==> config.mk <==
export PLATFORM = sky130hd
export DESIGN_NAME = timer_deadline_table_top
export DESIGN_NICKNAME = d
export VERILOG_FILES = /design/src/tdt_pkg.sv /design/src/tdt_ctrl.sv /design/src/tdt_dp.sv /design/src/tdt_top_fix.sv /design/src/timer_deadline_table_top.sv
export SDC_FILE = /design/constraint.sdc
export NUM_CORES = 2
export LEC_CHECK = 0
export BUFFER_PORTS_ARGS = -buffer_cell sky130_fd_sc_hd__buf_2
export CORE_MARGIN = 5
export CORE_UTILIZATION = 50
export CTS_BUF_LIST = sky130_fd_sc_hd__clkbuf_4 sky130_fd_sc_hd__clkbuf_8 sky130_fd_sc_hd__clkbuf_16
export DETAILED_ROUTE_END_ITERATION = 7
export GPL_TIMING_DRIVEN = 0
export PLACE_DENSITY_LB_ADDON = 0.12
export SETUP_SLACK_MARGIN = 0.3
export SLEW_MARGIN = 20
export SYNTH_ARGS = -nofsm -noshare
export SYNTH_HDL_FRONTEND = slang
export SYNTH_SLANG_ARGS = --single-unit
==> constraint.sdc <==
create_clock -name i_clk -period 23.4 [get_ports i_clk]
set_input_delay 2.34 -clock i_clk [delete_from_list [all_inputs] [get_ports i_clk]]
set_output_delay 2.34 -clock i_clk [all_outputs]
set_load 0.02 [all_outputs]
==> src/tdt_pkg.sv <==
package tdt_pkg;

    localparam int TIME_W = 48;
    localparam int PER_W  = 32;
    localparam logic [TIME_W-1:0] TIME_MAX = {TIME_W{1'b1}};
    localparam logic [PER_W-1:0]  WINDOW_RESET = 32'd3600000;

    localparam logic [2:0] MODE_ADD     = 3'd0;
    localparam logic [2:0] MODE_CANCEL  = 3'd1;
    localparam logic [2:0] MODE_REFRESH = 3'd2;
    localparam logic [2:0] MODE_RESET   = 3'd3;
    localparam logic [2:0] MODE_QUERY   = 3'd4;
    localparam logic [2:0] MODE_EXPIRE  = 3'd5;

    localparam logic [1:0] ST_OK   = 2'd0;
    localparam logic [1:0] ST_NOP  = 2'd1;
    localparam logic [1:0] ST_FULL = 2'd2;

    typedef struct packed {
        logic [1:0]        status;
        logic [3:0]        slot_out;
        logic              fired;
        logic [TIME_W-1:0] wait_ms;
        logic              none_pending;
        logic              front_notice;
        logic              rolled_back;
        logic              last;
    } t_result;

    // Controller to datapath.
    typedef struct packed {
        logic load;       // latch the input transaction, clear scan state
        logic scan;       // examine the slot at the scan index
        logic finish;     // apply the single-result operation, build result
        logic pick;       // emit the selected expiry slot, update it
        logic done_exp;   // build the closing expire result with nothing fired
    } t_cmd;

    // Datapath to controller.
    typedef struct packed {
        logic scan_end;
        logic is_expire;
        logic exp_found;
        logic exp_last;
    } t_stat;

    function automatic logic [TIME_W-1:0] sat_add(input logic [TIME_W-1:0] a,
                                                  input logic [PER_W-1:0] b);
        logic [TIME_W:0] s;
        s = {1'b0, a} + {{(TIME_W-PER_W+1){1'b0}}, b};
        return s[TIME_W] ? TIME_MAX : s[TIME_W-1:0];
    endfunction

endpackage

==> src/tdt_ctrl.sv <==
module tdt_ctrl (
    input  logic          i_clk,
    input  logic          i_rst_n,
    input  logic          i_in_valid,
    output logic          o_in_ready,
    input  logic          i_out_free,
    output logic          o_out_push,
    output tdt_pkg::t_cmd o_cmd,
    input  tdt_pkg::t_stat i_stat
);
    import tdt_pkg::*;

    localparam logic [1:0] S_IDLE = 2'd0;
    localparam logic [1:0] S_SCAN = 2'd1;
    localparam logic [1:0] S_EMIT = 2'd2;

    logic [1:0] r_state, n_state;

    always_ff @(posedge i_clk) begin
        if (!i_rst_n) begin
            r_state <= S_IDLE;
        end else begin
            r_state <= n_state;
        end
    end

    always_comb begin
        n_state    = r_state;
        o_cmd      = '0;
        o_out_push = 1'b0;
        o_in_ready = 1'b0;
        case (r_state)
            S_IDLE: begin
                o_in_ready = 1'b1;
                if (i_in_valid) begin
                    o_cmd.load = 1'b1;
                    n_state    = S_SCAN;
                end
            end
            S_SCAN: begin
                o_cmd.scan = 1'b1;
                if (i_stat.scan_end) begin
                    n_state = i_stat.is_expire ? S_EMIT : S_IDLE;
                    if (!i_stat.is_expire) begin
                        if (i_out_free) begin
                            o_cmd.scan   = 1'b0;
                            o_cmd.finish = 1'b1;
                            o_out_push   = 1'b1;
                        end else begin
                            n_state = S_SCAN;
                            o_cmd.scan = 1'b0;
                        end
                    end
                end
            end
            S_EMIT: begin
                if (i_out_free) begin
                    o_out_push = 1'b1;
                    if (i_stat.exp_found) begin
                        o_cmd.pick = 1'b1;
                        n_state    = i_stat.exp_last ? S_IDLE : S_SCAN;
                    end else begin
                        o_cmd.done_exp = 1'b1;
                        n_state        = S_IDLE;
                    end
                end
            end
            default: n_state = S_IDLE;
        endcase
    end

    a_load_pick: assert property (@(posedge i_clk) disable iff (!i_rst_n)
        !(o_cmd.load && o_cmd.pick)) else $error("load with pick");
    a_push_emit: assert property (@(posedge i_clk) disable iff (!i_rst_n)
        o_cmd.pick |-> o_out_push) else $error("pick without push");
    a_ready_idle: assert property (@(posedge i_clk) disable iff (!i_rst_n)
        o_in_ready |-> !o_out_push) else $error("push while idle");
    a_load_scan: assert property (@(posedge i_clk) disable iff (!i_rst_n)
        o_cmd.load |=> (r_state == S_SCAN)) else $error("load not followed by scan");

endmodule

==> src/tdt_dp.sv <==
module tdt_dp #(
    parameter int TIMER_SLOTS = 16
) (
    input  logic                     i_clk,
    input  logic                     i_rst_n,
    input  tdt_pkg::t_cmd            i_cmd,
    output tdt_pkg::t_stat           o_stat,
    input  logic [31:0]              i_window,
    input  logic [2:0]               i_mode,
    input  logic [47:0]              i_now,
    input  logic [3:0]               i_slot,
    input  logic [31:0]              i_period,
    input  logic                     i_repeat,
    input  logic                     i_restart,
    output tdt_pkg::t_result         o_result
);
    import tdt_pkg::*;

    localparam int IW = $clog2(TIMER_SLOTS);
    localparam int CW = $clog2(TIMER_SLOTS + 1);
    localparam int MAX_OUT = 16;

    logic [TIME_W-1:0] r_deadline [TIMER_SLOTS];
    logic [PER_W-1:0]  r_period   [TIMER_SLOTS];
    logic [TIMER_SLOTS-1:0] r_rec, r_act, r_fired;
    logic r_notice;
    logic [TIME_W-1:0] r_prev;

    logic [2:0]        r_mode;
    logic [TIME_W-1:0] r_now;
    logic [3:0]        r_slot;
    logic [PER_W-1:0]  r_per;
    logic              r_rep, r_fnow;

    logic [CW-1:0]     r_idx;
    logic              r_best_v;
    logic [IW-1:0]     r_best;
    logic [TIME_W-1:0] r_best_dl;
    logic              r_free_v;
    logic [IW-1:0]     r_free;
    logic              r_any;
    logic              r_roll;
    logic [4:0]        r_nout;
    logic [4:0]        r_ndue;
    t_result           r_result;
    t_result           n_result;

    logic [IW-1:0]     w_i;
    logic              w_elig, w_better, w_in_range, w_act_s, w_front, w_roll;
    logic              w_last_pick;
    logic [IW-1:0]     w_s;
    logic [TIME_W-1:0] w_dl_s, w_start, w_newdl, w_add_dl;
    logic [PER_W-1:0]  w_per_s;
    logic [1:0]        w_st;

    assign w_i = r_idx[IW-1:0];
    assign w_in_range = (32'(r_slot) < 32'(TIMER_SLOTS));
    assign w_s = IW'(r_slot);
    assign w_act_s = w_in_range && r_act[w_s];
    assign w_dl_s  = r_deadline[w_s];
    assign w_per_s = r_period[w_s];
    assign w_roll = (i_now < r_prev) && (r_prev >= {16'd0, i_window})
                    && (i_now < r_prev - {16'd0, i_window});

    always_comb begin
        w_elig = r_act[w_i] && !r_fired[w_i];
        if (r_mode == MODE_EXPIRE) begin
            w_elig = w_elig && (r_roll || r_deadline[w_i] <= r_now);
        end
        w_better = !r_best_v || (r_deadline[w_i] < r_best_dl);
    end

    assign w_add_dl = sat_add(r_now, r_per);
    assign w_front  = (!r_best_v || (w_add_dl < r_best_dl)
                       || (w_add_dl == r_best_dl && r_free < r_best)) && !r_notice;

    assign w_start = r_fnow ? r_now :
                     (w_dl_s >= {16'd0, w_per_s} ? w_dl_s - {16'd0, w_per_s} : '0);
    assign w_newdl = sat_add(w_start, r_per);

    assign w_last_pick = ((r_nout + 5'd1) == r_ndue);

    always_comb begin
        w_st = ST_NOP;
        if (w_act_s) begin
            case (r_mode)
                MODE_CANCEL, MODE_REFRESH: w_st = ST_OK;
                MODE_RESET: w_st = (r_per == w_per_s && !r_fnow) ? ST_NOP : ST_OK;
                default: w_st = ST_NOP;
            endcase
        end
    end

    always_comb begin
        n_result      = '0;
        n_result.last = 1'b1;
        if (i_cmd.pick) begin
            n_result.slot_out    = 4'(r_best);
            n_result.fired       = 1'b1;
            n_result.rolled_back = r_roll;
            n_result.last        = w_last_pick;
        end else if (i_cmd.done_exp) begin
            n_result.rolled_back = r_roll;
        end else begin
            case (r_mode)
                MODE_ADD: begin
                    if (!r_free_v) begin
                        n_result.status = ST_FULL;
                    end else begin
                        n_result.slot_out     = 4'(r_free);
                        n_result.front_notice = w_front;
                    end
                end
                MODE_CANCEL, MODE_REFRESH, MODE_RESET: n_result.status = w_st;
                MODE_QUERY: begin
                    if (!r_best_v) begin
                        n_result.wait_ms      = TIME_MAX;
                        n_result.none_pending = 1'b1;
                    end else begin
                        n_result.wait_ms = (r_now >= r_best_dl) ? '0 : r_best_dl - r_now;
                    end
                end
                MODE_EXPIRE: ;
                default: n_result.status = ST_NOP;
            endcase
        end
    end

    assign o_result = r_result;

    assign o_stat.scan_end  = (r_idx == CW'(TIMER_SLOTS));
    assign o_stat.is_expire = (r_mode == MODE_EXPIRE) && r_any;
    assign o_stat.exp_found = r_best_v;
    assign o_stat.exp_last  = w_last_pick;

    always_ff @(posedge i_clk) begin
        if (!i_rst_n) begin
            r_act    <= '0;
            r_rec    <= '0;
            r_notice <= 1'b0;
            r_prev   <= '0;
            r_idx    <= '0;
            r_mode   <= '0;
            r_best_v <= 1'b0;
            r_free_v <= 1'b0;
            r_ndue   <= '0;
            r_nout   <= '0;
            r_result <= '0;
            for (int k = 0; k < TIMER_SLOTS; k++) begin
                r_deadline[k] <= '0;
                r_period[k]   <= '0;
            end
        end else begin
            if (i_cmd.load) begin
                r_mode <= i_mode; r_now <= i_now; r_slot <= i_slot; r_per <= i_period;
                r_rep <= i_repeat; r_fnow <= i_restart;
                r_idx <= '0; r_best_v <= 1'b0; r_free_v <= 1'b0; r_free <= '0;
                r_fired <= '0; r_nout <= '0; r_ndue <= '0;
                r_any <= |r_act;
                r_roll <= w_roll;
                if (i_mode == MODE_EXPIRE && |r_act) r_prev <= i_now;
                if (i_mode == MODE_QUERY) r_notice <= 1'b0;
            end
            if (i_cmd.scan && !o_stat.scan_end) begin
                r_idx <= r_idx + 1'b1;
                if (!r_act[w_i] && !r_free_v) begin
                    r_free_v <= 1'b1;
                    r_free   <= w_i;
                end
                if (w_elig && w_better) begin
                    r_best_v  <= 1'b1;
                    r_best    <= w_i;
                    r_best_dl <= r_deadline[w_i];
                end
                if (w_elig && r_nout == '0 && r_ndue != 5'(MAX_OUT)) begin
                    r_ndue <= r_ndue + 1'b1;
                end
            end
            if (i_cmd.finish || i_cmd.pick || i_cmd.done_exp) begin
                r_result <= n_result;
            end
            if (i_cmd.finish) begin
                case (r_mode)
                    MODE_ADD: begin
                        if (r_free_v) begin
                            r_deadline[r_free] <= w_add_dl;
                            r_period[r_free]   <= r_per;
                            r_rec[r_free]      <= r_rep;
                            r_act[r_free]      <= 1'b1;
                            if (w_front) r_notice <= 1'b1;
                        end
                    end
                    MODE_CANCEL, MODE_REFRESH, MODE_RESET: begin
                        if (w_st == ST_OK) begin
                            case (r_mode)
                                MODE_CANCEL: r_act[w_s] <= 1'b0;
                                MODE_REFRESH: r_deadline[w_s] <= sat_add(r_now, w_per_s);
                                default: begin
                                    r_period[w_s]   <= r_per;
                                    r_deadline[w_s] <= w_newdl;
                                end
                            endcase
                        end
                    end
                    default: ;
                endcase
            end
            if (i_cmd.pick) begin
                r_fired[r_best] <= 1'b1;
                if (r_rec[r_best]) r_deadline[r_best] <= sat_add(r_now, r_period[r_best]);
                else r_act[r_best] <= 1'b0;
                r_nout <= r_nout + 1'b1;
                r_idx <= '0;
                r_best_v <= 1'b0;
            end
        end
    end

endmodule

==> src/tdt_top_fix.sv <==
module tdt_ostage (
    input  logic              i_clk,
    input  logic              i_rst_n,
    input  logic              i_push,
    input  logic              i_ready,
    output logic              o_valid,
    output logic              o_free
);
    logic r_valid;

    assign o_free  = !r_valid || i_ready;
    assign o_valid = r_valid;

    always_ff @(posedge i_clk) begin
        if (!i_rst_n) begin
            r_valid <= 1'b0;
        end else if (i_push) begin
            r_valid <= 1'b1;
        end else if (i_ready) begin
            r_valid <= 1'b0;
        end
    end

    a_push_free: assert property (@(posedge i_clk) disable iff (!i_rst_n)
        i_push |-> o_free) else $error("push into full output stage");

endmodule

==> src/timer_deadline_table_top.sv <==
// Timer deadline table.
// The slave stream carries one operation per transaction: mode, time, slot,
// period and flags. The master stream returns results; tlast marks the final
// result of each operation. Expire returns one result per fired slot, in
// deadline order, at most sixteen, or a single result when nothing fires.
// Each operation scans all TIMER_SLOTS slots, one per cycle. A single-result
// operation builds its result in the output register when the scan ends and
// the output stage is free. Expire repeats the scan for every fired slot,
// emitting one result after each scan.
// The next operation is accepted only after the last result is registered.
// i_rollback_we writes the rollback window; the user must do so only while
// the block is idle, which the block does not enforce. Synchronous reset
// frees all slots, clears the notice and the previous time, and sets the
// window to one hour. When the receiver stalls, the result holds in the
// output register and the next result waits at the end of its scan.
module timer_deadline_table_top #(
    parameter int TIMER_SLOTS = 16
) (
    input  logic        i_clk,
    input  logic        i_rst_n,
    input  logic        i_rollback_we,
    input  logic [31:0] i_rollback_wdata,
    input  logic        s_axis_tvalid,
    output logic        s_axis_tready,
    // mode[2:0], now_ms[50:3], slot_in[54:51], period_ms[86:55],
    // repeat_req[87], restart[88], zero fill to 96 bits
    input  logic [95:0] s_axis_tdata,
    output logic        m_axis_tvalid,
    input  logic        m_axis_tready,
    // status[1:0], slot_out[5:2], fired[6], wait_ms[54:7], none_pending[55],
    // front_notice[56], rolled_back[57], zero fill to 64 bits
    output logic [63:0] m_axis_tdata,
    output logic        m_axis_tlast
);
    import tdt_pkg::*;

    logic [31:0]    r_window;
    t_cmd           w_cmd;
    t_stat          w_stat;
    t_result        w_res;
    logic           w_push, w_free;

    always_ff @(posedge i_clk) begin
        if (!i_rst_n) begin
            r_window <= WINDOW_RESET;
        end else if (i_rollback_we) begin
            r_window <= i_rollback_wdata;
        end
    end

    tdt_ctrl u_ctrl (
        .i_clk, .i_rst_n,
        .i_in_valid(s_axis_tvalid), .o_in_ready(s_axis_tready),
        .i_out_free(w_free), .o_out_push(w_push),
        .o_cmd(w_cmd), .i_stat(w_stat)
    );

    tdt_dp #(.TIMER_SLOTS(TIMER_SLOTS)) u_dp (
        .i_clk, .i_rst_n, .i_cmd(w_cmd), .o_stat(w_stat), .i_window(r_window),
        .i_mode(s_axis_tdata[2:0]), .i_now(s_axis_tdata[50:3]),
        .i_slot(s_axis_tdata[54:51]), .i_period(s_axis_tdata[86:55]),
        .i_repeat(s_axis_tdata[87]), .i_restart(s_axis_tdata[88]),
        .o_result(w_res)
    );

    tdt_ostage u_out (
        .i_clk, .i_rst_n, .i_push(w_push), .i_ready(m_axis_tready),
        .o_valid(m_axis_tvalid), .o_free(w_free)
    );

    assign m_axis_tdata = {6'd0, w_res.rolled_back, w_res.front_notice, w_res.none_pending,
                           w_res.wait_ms, w_res.fired, w_res.slot_out, w_res.status};
    assign m_axis_tlast = w_res.last;

endmodule

==> impl_summary.md <==
Run status
The run finished, with violations left. The checks that failed: design-rule violations.

Drt
For this run, the detailed router's first-pass iteration total came to 8. The detail route stage leaves a number of antenna-violating nets equal to 0. The DRC violation total after the first TritonRoute iteration is 15009. The final wirelength is 477 mm. The detail-routed net length per standard cell is 39.6 µm.

The total vias in the final route is 85418. The via density per instance is 7.10. After detailed routing, the number of remaining DRC violations is 28.

Logic synthesis
The average instance in the mapped netlist occupies 11.8 µm². In this run, synthesis inferred 1440 flip-flops with an integrated enable. The most used flip-flop cell after synthesis is edfxtp_1.

In the synthesized netlist the async set-or-reset flop fraction comes to 0. The number of register bits inferred by synthesis is 1647. The sequential-to-total area share from yosys stat is 0.463. The netlist uses 105 different library cells.

Counting every instance in the synthesized netlist gives between 8000 and 9000. The netlist area before placement is 102000 µm². For this run, the number of Yosys warnings is 0.

Power and ir drop
The worst voltage drop across the vdd grid is between 0.08 and 0.09 mV. The power density normalized to cell area is 73.2 nW/µm². For this design the static power due to leakage is 43.3 nW.

Timing
Headroom to the max-slew limit came out at 0.0594. The clock period could shrink to between 15 and 20 ns. In the finished design, the share of the clock period the worst path needs comes to 0.753.

For the final routed database, the setup TNS stands at 0 ns. The hold violation total from the final report is 0. The peak clock frequency supported by timing is 0.0568 GHz. Setup repair after global routing left no endpoint under its margin.

The max-slew violation count is 0. The worst hold slack after final layout is 0.453 ns. The actual transition at the worst max-transition pin is 1.37 ns. The number of setup violations in the final report is 0.

For the final database, setup skew stands at 0.0629 ns.

Clocking
The clock net in this run drives a total of 1647 sinks. The H-tree depth is 4. TritonCTS built the clock tree. The number of buffers inserted during clock tree synthesis is 182. The insertion delay to the later sink of the worst-skew pair is 0.89 ns. The tree is rooted in a clkbuf_16.

The clock-pin slew on the worst setup and hold paths is 0.06 ns. After clock tree synthesis, the flow added hold-fix buffers numbering 0. After clock tree synthesis, the setup repair step added 0 buffers.

The longest clock path from root to sink contains 3 buffers. Gates resized during post-CTS repair numbered 0.

Final layout
In the layout the commonest cells are edfxtp_1 (1440), nor2_1 (1072), mux4_2 (726). The area growth from synthesis to layout is 12.7%. The finished layout cell area is roughly 120000 µm². Of the cells placed in the final design, the portion with a size suffix greater than 1 is 0.187. The library cell used most frequently in the layout, excluding fill and tap cells, is edfxtp_1. The number of nets in the final layout is 9793.

Floorplanning
The region available for standard cell placement spans 204000 µm². The die covers about 210000 µm². The floorplan die height is 462 µm. The die width is 462 µm. The number of I/O pins is 200. The placement row count is around 170. For this configuration, the core starts out at a cell density of 0.501.

GRT
Entering global routing, the biggest net connects 73 pins. The global-route wire length before repair is around 640 mm. The initial antenna violation count is 54. The overall fraction of global-route tracks in use is 0.432. For this run the aggregate overflow at the end of global routing stands at 0. The via count of the first global-routing pass was a little under 80000.

Setup path
The number of cells on the worst reg-to-reg path is 40. The end point of the critical path is u_dp.r_deadline[6][40]. The worst register-to-register path ends at u_dp.r_deadline[6][40]. STA puts the critical path data arrival time at 18.20 ns. The highest cell delay on the worst timing path is 1.04 ns.

The endpoint required time on the critical path is 23.99 ns. The worst setup path is captured at a flip-flop. Among all stages on the critical path, the largest delay is contributed by nor2_1. The peak fanout along the critical path is 11. The worst setup path is launched from a flip-flop. By instance count, the cell type seen most on the critical path is buf_2. The setup slack of the worst register-to-register path is 5.78 ns. The setup path with the least slack is of type reg2reg.

Hold path
The path class of the tightest hold or removal check is reg2reg. In this run the most critical hold path is launched from u_dp.o_result[11].

Flow run
Max-cap violations in this run came to 0.

Placed design
Summed over all nets, the half-perimeter wirelength after detailed placement is approximately 370 mm. The placed cell area is 109000 µm². During placement, the flow inserted port buffers numbering 185. Routability-driven placement finished with a final weighted congestion of 1.06.
[cells by family (layout without fill, tap and decap cells)]
kind of cell	after synthesis	in the layout	synth area share
AO/OA/AOI/OAI	1585	1585	0.0992
XOR/XNOR	291	291	0.0249
adder cells (fa/ha/maj)	497	497	0.0613
buffers and inverters	916	1527	0.0372
flip-flops	1647	1647	0.463
multiplexers	924	924	0.182
other	1	37	0.0000366
AND/OR/NAND/NOR	2833	2833	0.132
[worst max-delay path: cells and delay by family, from the launching register on]
family,cells,cell delay (ns)
AOI/OAI and AO/OA,15,5.22
adders and majority gates,3,1.02
DFF,1,0.69
and+or+nand+nor,6,2.27
buffers and inverters,14,6.95
muxes,2,1.02
[synth_stat cells, types with 102 or more instances]
| cell | count | area share |
|---|---|---|
| a21o_1 | 158 | 0.012 |
| a21oi_1 | 504 | 0.025 |
| and2_1 | 398 | 0.024 |
| buf_2 | 102 | 0.0050 |
| clkbuf_1 | 388 | 0.014 |
| dfxtp_1 | 207 | 0.040 |
| edfxtp_1 | 1440 | 0.42 |
| ha_1 | 490 | 0.060 |
| inv_1 | 299 | 0.011 |
| mux2i_1 | 159 | 0.016 |
| mux4_2 | 726 | 0.16 |
| nand2_1 | 516 | 0.019 |
| nand3_1 | 114 | 0.0056 |
| nor2_1 | 1078 | 0.040 |
| nor3_1 | 231 | 0.011 |
| o21ai_0 | 312 | 0.015 |
| xnor2_1 | 161 | 0.014 |
| xor2_1 | 130 | 0.011 |
[through the flow]
step	cells	power [mW]	util	worst slack (ns)
2_1_floorplan	8699	4.61	-	12.46
3_3_place_gp	11572	5.37	0.522	4.16
3_5_place_dp	11665	5.43	0.535	6.84
4_1_cts	11996	8.33	0.564	6.82
5_1_grt	12000	8.62	0.565	5.96
6_report	12029	8.44	0.565	5.78
[registers in the layout, indices dropped and copies added, names as in the netlist, 5 cells and up, named ones only]
register and count:
u_dp.r_deadline 768, u_dp.r_per 32, u_dp.r_now 48, u_dp.r_idx 5
u_dp.r_act 16, u_dp.r_period 512, u_dp.r_rec 16, u_dp.o_result 59
u_dp.r_fired 16, u_dp.r_prev 48, r_window 32, u_dp.r_ndue 5
u_dp.r_best_dl 48, u_dp.r_nout 5
[final cells by class]
cell class	count	area [µm²]
Fill cell	17098	88800
Multi-Input combinational cell	6136	51600
Sequential cell	1647	47400
Clock buffer	231	5000
Tap cell	2688	3360
Timing Repair Buffer	280	2890
Buffer	604	2770
Inverter	312	1180
Clock inverter	100	1060
Antenna cell	31	77.6
[how the worst min path moves through the flow]
stage / cells after the start / endpoint
2_1_floorplan: 0 / u_dp.r_best[2]
6_report: 2 / u_dp.o_result[11]
4_1_cts: 2 / u_dp.o_result[11]
3_5_place_dp: 0 / u_dp.r_best[2]
5_1_grt: 2 / u_dp.o_result[12]
3_3_place_gp: 0 / u_dp.r_best[2]
[layer usage]
layer,track usage,vias up,wire length (µm)
li1,-,33987,-
met1,0.584,42635,177000
met2,0.574,7347,187000
met3,0.192,1412,78400
met4,0.249,37,34100
met5,0.00646,-,597
[power by group]
group | leakage (nW) | switching (mW) | internal, mW | total, mW
Combinational | 23.9 | 1.38 | 0.721 | 2.10
Sequential | 16.4 | 0.0876 | 3.28 | 3.37
Clock | 3.00 | 1.32 | 1.65 | 2.97
Total | 43.3 | 2.78 | 5.65 | 8.44
Power figures use the tool's default switching activity.
